--- config.mk ---
export PLATFORM = sky130hd
export DESIGN_NAME = register_write_burst_player
export DESIGN_NICKNAME = d
export VERILOG_FILES = /design/src/rtl/rwbp_pkg.sv /design/src/rtl/rwbp_ram.sv /design/src/rtl/rwbp_front.sv /design/src/rtl/rwbp_back.sv /design/src/rtl/register_write_burst_player.sv
export VERILOG_INCLUDE_DIRS = /design/src /design/src/rtl
export SDC_FILE = /design/constraint.sdc
export NUM_CORES = 2
export LEC_CHECK = 0
export ABC_CLOCK_PERIOD_IN_PS = 8500
export BUFFER_PORTS_ARGS = -buffer_cell sky130_fd_sc_hd__buf_2
export CORE_AREA = 2 2 540 542
export DETAILED_ROUTE_END_ITERATION = 7
export DIE_AREA = 0 0 542 544
export GPL_TIMING_DRIVEN = 0
export PLACE_DENSITY = 0.54
export SYNTH_ARGS = -nofsm -noshare
export SYNTH_HDL_FRONTEND = slang
export SYNTH_SLANG_ARGS = --single-unit
--- constraint.sdc ---
create_clock -name clk -period 8.5 [get_ports clk]
set_clock_uncertainty 0.2 [all_clocks]
set_input_delay 1.275 -clock clk [delete_from_list [all_inputs] [get_ports clk]]
set_output_delay 1.275 -clock clk [all_outputs]
set_load 0.02 [all_outputs]
--- src/rtl/register_write_burst_player_assert.svh ---
// Assertion macros for the register-write burst player.
// Included by the RTL files that carry assertions; relies on clk and arst_n in scope.
`ifndef REGISTER_WRITE_BURST_PLAYER_ASSERT_SVH
`define REGISTER_WRITE_BURST_PLAYER_ASSERT_SVH
`ifndef SYNTHESIS
// plain property
`define RWBP_ASSERT(label, prop) \
	label: assert property (@(posedge clk) disable iff (!arst_n) (prop)) \
		else $error("rwbp: assertion failed");
// same-cycle implication
`define RWBP_ASSERT_IMP(label, ante, cons) \
	label: assert property (@(posedge clk) disable iff (!arst_n) (ante) |-> (cons)) \
		else $error("rwbp: implication failed");
// next-cycle implication
`define RWBP_ASSERT_NEXT(label, ante, cons) \
	label: assert property (@(posedge clk) disable iff (!arst_n) (ante) |=> (cons)) \
		else $error("rwbp: next-cycle implication failed");
`else
`define RWBP_ASSERT(label, prop)
`define RWBP_ASSERT_IMP(label, ante, cons)
`define RWBP_ASSERT_NEXT(label, ante, cons)
`endif
`endif

--- src/rtl/rwbp_pkg.sv ---
// Shared types and constants of the register-write burst player.
// No dependencies; imported by rwbp_front, rwbp_back and the top module.
package rwbp_pkg;

	localparam int FIFO_DEPTH = 128;
	localparam int PTR_W      = $clog2(FIFO_DEPTH);
	localparam int CNT_W      = $clog2(FIFO_DEPTH + 1);

	// silencing pairs queued by a flush: addresses 0 .. SILENCE_LAST, value 0
	localparam logic [7:0] SILENCE_LAST = 8'h17;
	localparam int SILENCE_N  = (FIFO_DEPTH < int'(SILENCE_LAST) + 1) ?
		FIFO_DEPTH : int'(SILENCE_LAST) + 1;
	localparam int SILENCE_WP = SILENCE_N % FIFO_DEPTH;

	localparam logic [7:0] END_SONG_RST  = 8'hFF;
	localparam logic [7:0] END_FRAME_RST = 8'hF1;

	localparam int CFG_IDX_W  = 1;
	localparam int CFG_DATA_W = 8;
	localparam logic [CFG_IDX_W-1:0] CFG_END_SONG  = 1'b0;
	localparam logic [CFG_IDX_W-1:0] CFG_END_FRAME = 1'b1;

	localparam logic [2:0] REQ_PUSH   = 3'd0;
	localparam logic [2:0] REQ_FRAME  = 3'd1;
	localparam logic [2:0] REQ_BUS    = 3'd2;
	localparam logic [2:0] REQ_SONG   = 3'd3;
	localparam logic [2:0] REQ_FLUSH  = 3'd4;
	localparam logic [2:0] REQ_START  = 3'd5;

	// command queue between front and back; depth must be a power of two
	localparam int CQ_DEPTH = 2;
	localparam int CQ_PTR_W = $clog2(CQ_DEPTH);
	localparam int CQ_CNT_W = $clog2(CQ_DEPTH + 1);

	typedef enum logic [2:0] {
		CMD_NOP,
		CMD_PUSH,
		CMD_FRAME,
		CMD_BUS,
		CMD_SONG,
		CMD_FLUSH,
		CMD_START
	} cmd_kind_t;

	typedef struct packed {
		logic [2:0] req_type;
		logic [7:0] write_address;
		logic [7:0] write_value;
	} in_item_t;

	typedef struct packed {
		logic [7:0] bus_value;
		logic       data_clock;
		logic       frame_clock;
		logic       bus_phase_done;
		logic       burst_active;
		logic       song_finished;
		logic [7:0] fifo_level;
		logic       push_dropped;
	} out_item_t;

	typedef struct packed {
		cmd_kind_t  kind;
		logic [7:0] addr;
		logic [7:0] value;
	} cmd_t;

endpackage

--- src/rtl/rwbp_ram.sv ---
// Generic single-port-write, single-port-read RAM with registered read data.
// No dependencies.
module rwbp_ram #(
	parameter int WIDTH = 16,
	parameter int DEPTH = 128
) (
	input  logic                     clk,
	input  logic                     we,
	input  logic [$clog2(DEPTH)-1:0] waddr,
	input  logic [WIDTH-1:0]         wdata,
	input  logic [$clog2(DEPTH)-1:0] raddr,
	output logic [WIDTH-1:0]         rdata
);

	logic [WIDTH-1:0] mem_q [DEPTH];

	always_ff @(posedge clk) begin
		if (we) begin
			mem_q[waddr] <= wdata;
		end
		rdata <= mem_q[raddr];
	end

endmodule

--- src/rtl/rwbp_front.sv ---
// Front end: takes request transfers, decodes them into commands and queues them.
// Depends on rwbp_pkg.
module rwbp_front (
	input  logic              clk,
	input  logic              arst_n,
	input  logic              req_valid,
	output logic              req_ready,
	input  rwbp_pkg::in_item_t req,
	output logic              cmd_valid,
	input  logic              cmd_ready,
	output rwbp_pkg::cmd_t    cmd
);
	import rwbp_pkg::*;

	cmd_t                cq_q [CQ_DEPTH];
	logic [CQ_PTR_W-1:0] wr_ptr_q;
	logic [CQ_PTR_W-1:0] rd_ptr_q;
	logic [CQ_CNT_W-1:0] cq_cnt_q;
	cmd_t                cmd_in;
	logic                push;
	logic                pop;

	always_comb begin
		cmd_in.addr  = req.write_address;
		cmd_in.value = req.write_value;
		unique case (req.req_type)
			REQ_PUSH:  cmd_in.kind = CMD_PUSH;
			REQ_FRAME: cmd_in.kind = CMD_FRAME;
			REQ_BUS:   cmd_in.kind = CMD_BUS;
			REQ_SONG:  cmd_in.kind = CMD_SONG;
			REQ_FLUSH: cmd_in.kind = CMD_FLUSH;
			REQ_START: cmd_in.kind = CMD_START;
			default:   cmd_in.kind = CMD_NOP;
		endcase
	end

	assign req_ready = (cq_cnt_q != CQ_CNT_W'(CQ_DEPTH));
	assign cmd_valid = (cq_cnt_q != '0);
	assign cmd       = cq_q[rd_ptr_q];
	assign push      = req_valid && req_ready;
	assign pop       = cmd_valid && cmd_ready;

	always_ff @(posedge clk) begin
		if (push) begin
			cq_q[wr_ptr_q] <= cmd_in;
		end
	end

	always_ff @(posedge clk or negedge arst_n) begin
		if (!arst_n) begin
			wr_ptr_q <= '0;
			rd_ptr_q <= '0;
			cq_cnt_q <= '0;
		end else begin
			if (push) begin
				wr_ptr_q <= wr_ptr_q + 1'b1;
			end
			if (pop) begin
				rd_ptr_q <= rd_ptr_q + 1'b1;
			end
			if (push && !pop) begin
				cq_cnt_q <= cq_cnt_q + 1'b1;
			end else if (pop && !push) begin
				cq_cnt_q <= cq_cnt_q - 1'b1;
			end
		end
	end

endmodule

--- src/rtl/rwbp_back.sv ---
// Back end: pair FIFO, burst engine, frame counter, config registers, result register.
// Depends on rwbp_pkg, rwbp_ram and the assertion macro header.
`include "register_write_burst_player_assert.svh"
module rwbp_back (
	input  logic                               clk,
	input  logic                               arst_n,
	input  logic                               cmd_valid,
	output logic                               cmd_ready,
	input  rwbp_pkg::cmd_t                     cmd,
	input  logic                               cfg_we,
	input  logic [rwbp_pkg::CFG_IDX_W-1:0]     cfg_index,
	input  logic [rwbp_pkg::CFG_DATA_W-1:0]    cfg_data,
	output logic                               rsp_valid,
	input  logic                               rsp_ready,
	output rwbp_pkg::out_item_t                rsp
);
	import rwbp_pkg::*;

	typedef enum logic [1:0] {
		ST_ISSUE = 2'b01,
		ST_EXEC  = 2'b10
	} st_t;

	st_t                  state_q;
	cmd_t                 cmd_s1;
	logic [PTR_W-1:0]     rp_q, rp_d;
	logic [PTR_W-1:0]     wp_q, wp_d;
	logic [CNT_W-1:0]     cnt_q, cnt_d;
	logic                 vpp_q, vpp_d;
	logic                 burst_q, burst_d;
	logic                 done_q, done_d;
	logic [1:0]           fc_q, fc_d;
	logic [7:0]           bus_q, bus_d;
	logic                 dclk_q, dclk_d;
	logic [SILENCE_N-1:0] sil_q, sil_d;
	logic [7:0]           end_song_q;
	logic [7:0]           end_frame_q;
	logic                 rsp_valid_q;
	out_item_t            rsp_q;

	logic                 exec_fire;
	logic [15:0]          ram_rdata;
	logic [15:0]          head;
	logic                 sil_hit;
	logic                 mem_we;
	logic                 driven;
	logic                 dropped;
	logic [PTR_W-1:0]     rp_inc;
	logic [PTR_W-1:0]     wp_inc;

	assign cmd_ready = (state_q == ST_ISSUE);
	assign exec_fire = (state_q == ST_EXEC) && (!rsp_valid_q || rsp_ready);
	assign rsp_valid = rsp_valid_q;
	assign rsp       = rsp_q;

	// read address follows the head pointer; read data is registered and valid in the cycle after issue
	rwbp_ram #(
		.WIDTH(16),
		.DEPTH(FIFO_DEPTH)
	) u_pair_ram (
		.clk   (clk),
		.we    (mem_we),
		.waddr (wp_q),
		.wdata ({cmd_s1.addr, cmd_s1.value}),
		.raddr (rp_q),
		.rdata (ram_rdata)
	);

	assign rp_inc = (rp_q == PTR_W'(FIFO_DEPTH - 1)) ? '0 : rp_q + 1'b1;
	assign wp_inc = (wp_q == PTR_W'(FIFO_DEPTH - 1)) ? '0 : wp_q + 1'b1;

	// slots still holding a silencing pair from the last flush read as {slot, 0}
	always_comb begin
		sil_hit = 1'b0;
		for (int i = 0; i < SILENCE_N; i++) begin
			if (rp_q == PTR_W'(i) && sil_q[i]) begin
				sil_hit = 1'b1;
			end
		end
		head = sil_hit ? {8'(rp_q), 8'h00} : ram_rdata;
	end

	always_comb begin
		rp_d    = rp_q;
		wp_d    = wp_q;
		cnt_d   = cnt_q;
		vpp_d   = vpp_q;
		burst_d = burst_q;
		done_d  = done_q;
		fc_d    = fc_q;
		bus_d   = bus_q;
		dclk_d  = dclk_q;
		sil_d   = sil_q;
		mem_we  = 1'b0;
		driven  = 1'b0;
		dropped = 1'b0;
		unique case (cmd_s1.kind)
			CMD_PUSH: begin
				if (cnt_q == CNT_W'(FIFO_DEPTH)) begin
					dropped = 1'b1;
				end else begin
					mem_we = exec_fire;
					wp_d   = wp_inc;
					cnt_d  = cnt_q + 1'b1;
					for (int i = 0; i < SILENCE_N; i++) begin
						if (wp_q == PTR_W'(i)) begin
							sil_d[i] = 1'b0;
						end
					end
				end
			end
			CMD_FRAME: begin
				fc_d = fc_q + 2'd1;
				if (fc_d == 2'd0 && !done_q) begin
					burst_d = 1'b1;
				end
			end
			CMD_BUS: begin
				if (burst_q) begin
					if (cnt_q == '0) begin
						burst_d = 1'b0;
					end else if (vpp_q) begin
						bus_d  = head[7:0];
						dclk_d = 1'b0;
						vpp_d  = 1'b0;
						rp_d   = rp_inc;
						cnt_d  = cnt_q - 1'b1;
						driven = 1'b1;
					end else if (head[15:8] == end_song_q) begin
						// end of song wins when both codes match
						rp_d    = rp_inc;
						cnt_d   = cnt_q - 1'b1;
						burst_d = 1'b0;
						done_d  = 1'b1;
					end else if (head[15:8] == end_frame_q) begin
						rp_d    = rp_inc;
						cnt_d   = cnt_q - 1'b1;
						burst_d = 1'b0;
					end else begin
						bus_d  = head[15:8];
						dclk_d = 1'b1;
						vpp_d  = 1'b1;
						driven = 1'b1;
					end
				end
			end
			CMD_SONG: begin
				done_d = 1'b0;
			end
			CMD_FLUSH: begin
				rp_d    = '0;
				wp_d    = PTR_W'(SILENCE_WP);
				cnt_d   = CNT_W'(SILENCE_N);
				vpp_d   = 1'b0;
				sil_d   = '1;
				burst_d = 1'b1;
			end
			CMD_START: begin
				burst_d = 1'b1;
			end
			default: begin
			end
		endcase
	end

	always_ff @(posedge clk) begin
		if (cmd_valid && cmd_ready) begin
			cmd_s1 <= cmd;
		end
		if (exec_fire) begin
			rsp_q.bus_value      <= bus_d;
			rsp_q.data_clock     <= dclk_d;
			rsp_q.frame_clock    <= fc_d[0];
			rsp_q.bus_phase_done <= driven;
			rsp_q.burst_active   <= burst_d;
			rsp_q.song_finished  <= done_d;
			rsp_q.fifo_level     <= 8'(cnt_d);
			rsp_q.push_dropped   <= dropped;
		end
	end

	always_ff @(posedge clk or negedge arst_n) begin
		if (!arst_n) begin
			state_q     <= ST_ISSUE;
			rp_q        <= '0;
			wp_q        <= '0;
			cnt_q       <= '0;
			vpp_q       <= 1'b0;
			burst_q     <= 1'b0;
			done_q      <= 1'b0;
			fc_q        <= '0;
			bus_q       <= '0;
			dclk_q      <= 1'b0;
			sil_q       <= '0;
			end_song_q  <= END_SONG_RST;
			end_frame_q <= END_FRAME_RST;
			rsp_valid_q <= 1'b0;
		end else begin
			unique case (state_q)
				ST_ISSUE: begin
					if (cmd_valid) begin
						state_q <= ST_EXEC;
					end
				end
				ST_EXEC: begin
					if (exec_fire) begin
						state_q <= ST_ISSUE;
					end
				end
				default: state_q <= ST_ISSUE;
			endcase
			if (exec_fire) begin
				rp_q    <= rp_d;
				wp_q    <= wp_d;
				cnt_q   <= cnt_d;
				vpp_q   <= vpp_d;
				burst_q <= burst_d;
				done_q  <= done_d;
				fc_q    <= fc_d;
				bus_q   <= bus_d;
				dclk_q  <= dclk_d;
				sil_q   <= sil_d;
				rsp_valid_q <= 1'b1;
			end else if (rsp_ready) begin
				rsp_valid_q <= 1'b0;
			end
			if (cfg_we) begin
				unique case (cfg_index)
					CFG_END_SONG:  end_song_q  <= cfg_data;
					CFG_END_FRAME: end_frame_q <= cfg_data;
					default: begin
					end
				endcase
			end
		end
	end

	`RWBP_ASSERT(a_cnt_range, cnt_q <= CNT_W'(FIFO_DEPTH))
	`RWBP_ASSERT_IMP(a_value_phase_live, vpp_q, burst_q && cnt_q != '0)
	`RWBP_ASSERT_NEXT(a_flush_fill, exec_fire && cmd_s1.kind == CMD_FLUSH, cnt_q == CNT_W'(SILENCE_N) && rp_q == '0)
	`RWBP_ASSERT_IMP(a_drop_only_full, mem_we, cnt_q != CNT_W'(FIFO_DEPTH))

endmodule

--- src/rtl/register_write_burst_player.sv ---
// Register-write burst player: plays queued (address, value) pairs on an 8-bit bus.
// Depends on rwbp_pkg, rwbp_front, rwbp_back (which holds rwbp_ram).
//
// Request channel (req_valid/req_ready, payload req): push a pair, frame tick,
// bus tick, song start, FIFO flush or burst start. Every accepted request gives
// exactly one status transfer on the response channel (rsp_valid/rsp_ready, rsp).
// The front decodes requests into a two-entry command queue, so requests are taken
// while the back end is busy or a response waits.
// A request passes through the command queue, the back end's issue state, where
// the pair RAM's registered read fetches the FIFO head, and its execute state,
// which writes the response register; a new command is issued only after that one.
// Reset (arst_n low) empties the FIFO, stops the burst, clears song-done, frame
// count, bus byte and data clock, and loads the end-of-song and end-of-frame codes
// 0xFF and 0xF1. No clearing pass is needed; the block is ready right after reset.
// When the receiver holds rsp_ready low the result stays in place, the back end
// stops with one more request in hand, and req_ready drops once two further
// requests wait in the queue.
// Config writes (cfg_we, cfg_index, cfg_data) take effect at once and are meant
// for idle periods.
module register_write_burst_player (
	input  logic                            clk,
	input  logic                            arst_n,
	input  logic                            req_valid,
	output logic                            req_ready,
	input  rwbp_pkg::in_item_t              req,
	output logic                            rsp_valid,
	input  logic                            rsp_ready,
	output rwbp_pkg::out_item_t             rsp,
	input  logic                            cfg_we,
	input  logic [rwbp_pkg::CFG_IDX_W-1:0]  cfg_index,
	input  logic [rwbp_pkg::CFG_DATA_W-1:0] cfg_data
);
	import rwbp_pkg::*;

	cmd_t cmd;
	logic cmd_valid;
	logic cmd_ready;

	rwbp_front u_front (
		.clk       (clk),
		.arst_n    (arst_n),
		.req_valid (req_valid),
		.req_ready (req_ready),
		.req       (req),
		.cmd_valid (cmd_valid),
		.cmd_ready (cmd_ready),
		.cmd       (cmd)
	);

	rwbp_back u_back (
		.clk       (clk),
		.arst_n    (arst_n),
		.cmd_valid (cmd_valid),
		.cmd_ready (cmd_ready),
		.cmd       (cmd),
		.cfg_we    (cfg_we),
		.cfg_index (cfg_index),
		.cfg_data  (cfg_data),
		.rsp_valid (rsp_valid),
		.rsp_ready (rsp_ready),
		.rsp       (rsp)
	);

endmodule
# Word level (Yosys, flattened, before mapping)
# Memory sizes are Yosys's and may differ from the RTL's. A register that Yosys moved wholly into a read port is not among the register bits.
# Index checks and enable logic that the tools add are counted.
# word_totals
ramBits	2086
latch_bits	0
register_bits	105
rom_bits	0
mem_count	2
input_bits	33
# mem_list
name	words	width	rd	rd_clocked_by_memory_dff	write_ports	line_no	rtl
u_back.u_pair_ram.mem_q	128	16	1	1	1	rwbp_ram.sv:15	logic [WIDTH-1:0] mem_q [DEPTH];
u_front.cq_q	2	19	1	1	1	rwbp_front.sv:15	cmd_t cq_q [CQ_DEPTH];
# op_classes
shifts	0
n_reduce_logical	77
n_mul	0
magnitude_cmp	0
div	0
bitwise_logic	1
mux	112
add_sub_neg	9
eq_ne	95
# op_table
cell	count
$eq A7 B4 Y1 const B	16
$eq A7 B5 Y1 const B	16
$reduce_and A4 Y1	25
$mux W8	12
$mux W1	77
$eq A7 B3 Y1 const B	8
$mux W7	8
$ne A2 B1 Y1 const B	27
$pmux W24 S2	1
$logic_and A1 B1 Y1	30
$eq A7 B2 Y1 const B	4
$pmux W7 S2	2
$mux W24	1
$pmux W8 S3	1
$pmux W3 S6	1
$eq A8 B8 Y1	2
$mux W16	1
$eq A3 B3 Y1 const B	5
$add A7 B1 Y7 const B	2
$eq A7 B1 Y1 const B	2
$eq A7 B7 Y1 const B	2
$logic_not A7 Y1	2
$eq A3 B2 Y1 const B	4
$reduce_bool A2 Y1	5
25 further kinds	40

# Depth between registers and ports, before layout
# depth
depth_word	34
ltp_mapped	16
mapped_depth_nobuf	11

# Hierarchy
# A second synthesis with hierarchy kept.
# hier_totals
hier_cells	3786
area_unflattened_um2	86420.4
# by_module_without_submodules
mod	area_per_inst_um2	n_inst	seq_area_each_um2	cells_each
rwbp_ram	78522.8	1	61819.3	3086
rwbp_back	6272.3	1	3225.6	617
rwbp_front	1625.3	1	1241.2	83

# Worst setup path after synthesis
# OpenSTA, ideal clock, no wires.
# synth_path
kind	input to register
startpoint	input port rsp_ready
endpoint	memory u_back.u_pair_ram.mem_q[101][0] (enable)
arrival_ns	3.197
slack_ns	4.715
required_ns	7.911
path_stages	9
path_buffers	2
cell_sequence	nand2b_1 > nand2b_1 > clkbuf_1 > inv_1 > nand2_1 > nor2_1 > nand3_1 > clkbuf_1 > nor2_1
# synth_via
elab_chain_len	6
# synth_rtl
item	line_no	rtl
start: declaration	register_write_burst_player.sv:27	input logic rsp_ready,
$logic_or A1 B1 Y1	rwbp_back.sv:52	assign exec_fire = (state_q == ST_EXEC) && (!rsp_valid_q || rsp_ready);
$logic_and A1 B1 Y1	rwbp_back.sv:52	
$mux W1	rwbp_back.sv:99	if (cnt_q == CNT_W'(FIFO_DEPTH)) begin
$mux W1	rwbp_back.sv:97	unique case (cmd_s1.kind)
$mux W1	rwbp_ram.sv:18	if (we) begin
$mux W1 (not written as such)	rwbp_ram.sv:19	mem_q[waddr] <= wdata;
end: declaration	rwbp_ram.sv:15	
# No other way between the ends.

# Worst setup path after layout
# layout_path
startpoint	register u_back.rp_q[0]
endpoint	register u_back.rsp_q, in the netlist u_back.rsp[15] (data pin)
# layout_via
elab_chain_len	34
word_cells_on_any_way	81
classes_between	25 x eq/ne; 31 x mux; 25 x reduce/logical
# layout_rtl
item	line_no	rtl
start: declaration	rwbp_back.sv:26	logic [PTR_W-1:0] rp_q, rp_d;
start signal: assignment	rwbp_back.sv:213	rp_q <= rp_d;
$logic_not A7 Y1	rwbp_back.sv:76	if (rp_q == PTR_W'(i) && sil_q[i]) begin
$logic_and A1 B1 Y1	rwbp_back.sv:76	
$mux W1 (24 in series)	rwbp_back.sv:76	
$mux W16 (*)	rwbp_back.sv:80	head = sil_hit ? {8'(rp_q), 8'h00} : ram_rdata;
$eq A8 B8 Y1	rwbp_back.sv:135	end else if (head[15:8] == end_frame_q) begin
$mux W8	rwbp_back.sv:135	
$mux W8	rwbp_back.sv:129	end else if (head[15:8] == end_song_q) begin
$mux W8 (*)	rwbp_back.sv:122	end else if (vpp_q) begin
$mux W8 (*)	rwbp_back.sv:120	if (cnt_q == '0) begin
$mux W8 (*)	rwbp_back.sv:119	if (burst_q) begin
$mux W8 (*)	rwbp_back.sv:97	
named net u_back.bus_d[1]	rwbp_back.sv:33	logic [7:0] bus_q, bus_d;
end: declaration	rwbp_back.sv:39	out_item_t rsp_q;
# The timed path passes the listed nets; every way through them passes the cells marked *.
# A chain may end at the register's enable or synchronous reset.

==> results.cfg <==
[run_status]
status = finished with violations
violations = max-capacitance violations, max-slew violations

[routing]
ant_nets = 0
drt-initial-drc-count = 4733
avgViaCountPerCell = 5.07
via_count = 41800
post_drt_wl_per_cell_um = 28.8
drt_pass1_iterations = 6
wl_um = 238000
drc = 0

[placed_design]
io_buffer_count = 56
dp_worst_setup_slack_ps = 2330
place_area_um2 = 95900
gp_congestion = 0.848
dp_cells = 7844
hpwl_um = 170000

[floorplanning]
io_pins = 57
core-area_um2 = 289000
die-width_um = 542
die_area_um2 = 295000
rows = 198
start_util_pct = 29.8
fp.dieH_um = 544

[clocking]
cts_resized = 0
cts_buffer_depth = 3
cts_tree = built
cts-hold-fix-buffers = 0
cts_root_buf = clkbuf_16
post_cts_buffers = 0
clkSinkCount = 2226
clk_pin_slew_worst_paths_ps = 60
worst_skew_pair.late_latency_ps = 850
h-tree-depth = 4
numCtsBuffers = 223

[yosys]
ys_seq_area_share_pct = 76.9
syn_area_um2 = 86200
synth_edf_count = 2127
ys_warn_count = 0
synth_area_leader_cell = edfxtp_1
ys_ff_latch = 2226
ys.flop_type = edfxtp_1
syn-num-nets = 3821
syn_avg_cell_area_um2 = 22.8
synth.distinct_cells = 63
synth-async-reset-ratio_pct = 3.73
synthCells = 3775
synth_top_area_share_pct = 74.1
synth_area_leaders = edfxtp_1, mux4_2, dfrtp_1

[sta]
setup_viol_count_final = 0
slew_headroom_pct = -2.96
slew_viol_final = 11
tns_ps = 0
period_minus_slack_ps = 6160
max_freq_ghz = 0.162
rsz0062_at_grt = no
final.period_utilization_pct = 72.4
finalHoldViolations = 0
fin_ws_ps = 2340
worst_pin_slew_ps = 1540

[cells_and_area]
final_layout_size_suffix_gt1_share_pct = 34.0
fin_area_um2 = 103000
multi_input_area_um2 = 19400
register_area_um2 = 66300
area_delta_synth_final_pct = 19.5
fillers = 26400
layout.nets = 4317
fin_cells = 8259

[power_and_ir_drop]
leakage_nw = 32.3
p_per_area_nw_per_um2 = 337
vdd_drop_max_mv = 0.214
total_power_mw = 34.7

[flow_run]
max_cap_viol_count = 2

[worst_setup_path]
reg2regPathDepth = 15
critPathKind = reg2reg
crit_chain = clkbuf_1, clkbuf_1, buf_2, inv_1, ha_1, a221oi_1, a21oi_1, a221oi_1, o221ai_2, mux2i_1, a32oi_2, nand2_1, buf_2, o21ai_0, a22o_1
cpMaxStageDelayCell = clkbuf_1
critPathMaxFanout = 10
setup.worst_path.end_class = register
arrival_ps = 6670
cpLargestDelayFamily = buffers and inverters
critPathMaxStageDelay_ps = 970
path_depth = 15
cp.required_ps = 9010
cp-start-kind = register
cp_num_buf_inv = 5

[global_route]
grt_pass1_vias = 42300
grt_max_degree = 53
grt_use_total_pct = 16.0
antenna_found_initial = 15
grt_overflow = 0
grt_first_pass_wirelength_um = 331000

[worst_hold_path]
hold_path.class = in2async
-- where the power goes --
| group | switching [mW] | internal (mW) | total, mW |
|---|---|---|---|
| logic | 6.35 | 4.49 | 10.8 |
| registers | 0.378 | 13.8 | 14.2 |
| clock network | 4.15 | 5.54 | 9.69 |
-- state kept, by name, indices dropped and copies added (netlist names), 16 cells and up --
| register | count |
|---|---|
| u_back.cmd_s1 | 19 |
| u_back.rsp | 22 |
| u_back.sil_q | 24 |
| u_back.u_pair_ram.mem_q | 2048 |
| u_back.u_pair_ram.rdata | 16 |
| u_front.cq_q | 38 |
-- kinds of logic (layout without fill, tap and decap cells) --
family / count (synthesis) / count (layout) / synth area share (%)
XOR/XNOR: 31 / 31 / 0.315
AO/OA/AOI/OAI: 153 / 153 / 1.21
flip-flops: 2226 / 2226 / 76.9
AND/OR/NAND/NOR: 396 / 396 / 1.98
adder cells (fa/ha/maj): 13 / 13 / 0.189
buffers and inverters: 219 / 897 / 1.07
multiplexers: 737 / 737 / 18.4
other: 0 / 6 / 0
-- layer usage --
| metal | vias to the layer above | track usage [%] | wire length [um] |
|---|---|---|---|
| li1 | 17100 | - | - |
| met1 | 22900 | 21.2 | 96800 |
| met2 | 1571 | 26.7 | 118000 |
| met3 | 336 | 2.75 | 15700 |
| met4 | 2 | 5.00 | 7950 |
| met5 | - | 0 | 13 |
-- cell usage after synthesis, drive strengths merged, types with 7 or more instances --
master and count:
a21oi 28, a22o 20, a22oi 7, a31oi 10, and3 8, buf 97
clkbuf 99, dfrtp 69, dfstp 14, dfxtp 16, edfxtp 2127, ha 13
inv 23, mux2 53, mux2i 12, mux4 672, nand2 114, nand2b 9
nand3 37, nor2 177, nor2b 10, nor3 7, o21ai 41, xnor2 14
xor2 17
-- worst register-to-register path: cells and delay by family, from the launching register on --
family / cells / cell delay, ps
buffers and inverters: 5 / 2330
adder cells (fa/ha/maj): 1 / 330
multiplexers: 1 / 220
AO/OA/AOI/OAI: 7 / 2310
AND/OR/NAND/NOR: 1 / 250
flip-flops: 1 / 380
-- final timing paths --
| check | startpoint | end | slack, ps |
|---|---|---|---|
| max | u_back.rp_q[0] | u_back.rsp[15] | 2340 |
| min | arst_n | u_back.state_q[1] | 180 |
| max reg2reg | u_back.rp_q[0] | u_back.rsp[15] | 2340 |
| min reg2reg | u_back.sil_q[16] | u_back.sil_q[16] | 280 |
| max in group asynchronous | arst_n | u_back.end_frame_q[0] | 7230 |
| min in group clk | u_back.sil_q[16] | u_back.sil_q[16] | 280 |
-- metrics by stage --
stage,hold WS (ps),utilization [%]
after floorplan,240,-
after global placement,269,31.5
after detailed placement,270,33.1
after CTS,132,35.6
after global routing,175,35.6
final,176,35.6
-- placed cells by master (no fill, tap or decap), types with 12 or more instances in the layout --
cell / count
buf_1: 34
buf_2: 107
a21oi_1: 27
nand3_1: 37
mux4_2: 672
clkbuf_1: 152
dfrtp_1: 69
xor2_1: 17
dfxtp_1: 16
o21ai_0: 40
nor2_2: 129
clkbuf_16: 227
bufinv_16: 21
xnor2_1: 14
inv_1: 23
mux2_2: 53
buf_8: 117
dfstp_2: 14
buf_16: 87
nand2_1: 114
ha_1: 13
clkbuf_2: 12
clkinv_1: 50
edfxtp_1: 2127
mux2i_1: 12
nor2_1: 48
clkinv_2: 24
a22o_1: 20
-- area by class of cell --
cell class | instances | area share, %
diodes | 6 | 0.0146
plain buffers | 196 | 0.831
clock buffers | 292 | 5.77
clock inverters | 115 | 1.14
inverters | 23 | 0.0838
multi-input cells | 1330 | 18.8
flip-flops and latches | 2226 | 64.3
well taps | 3800 | 4.61
repair buffers | 271 | 4.46
No activity file was read; power rests on OpenSTA's default activity.
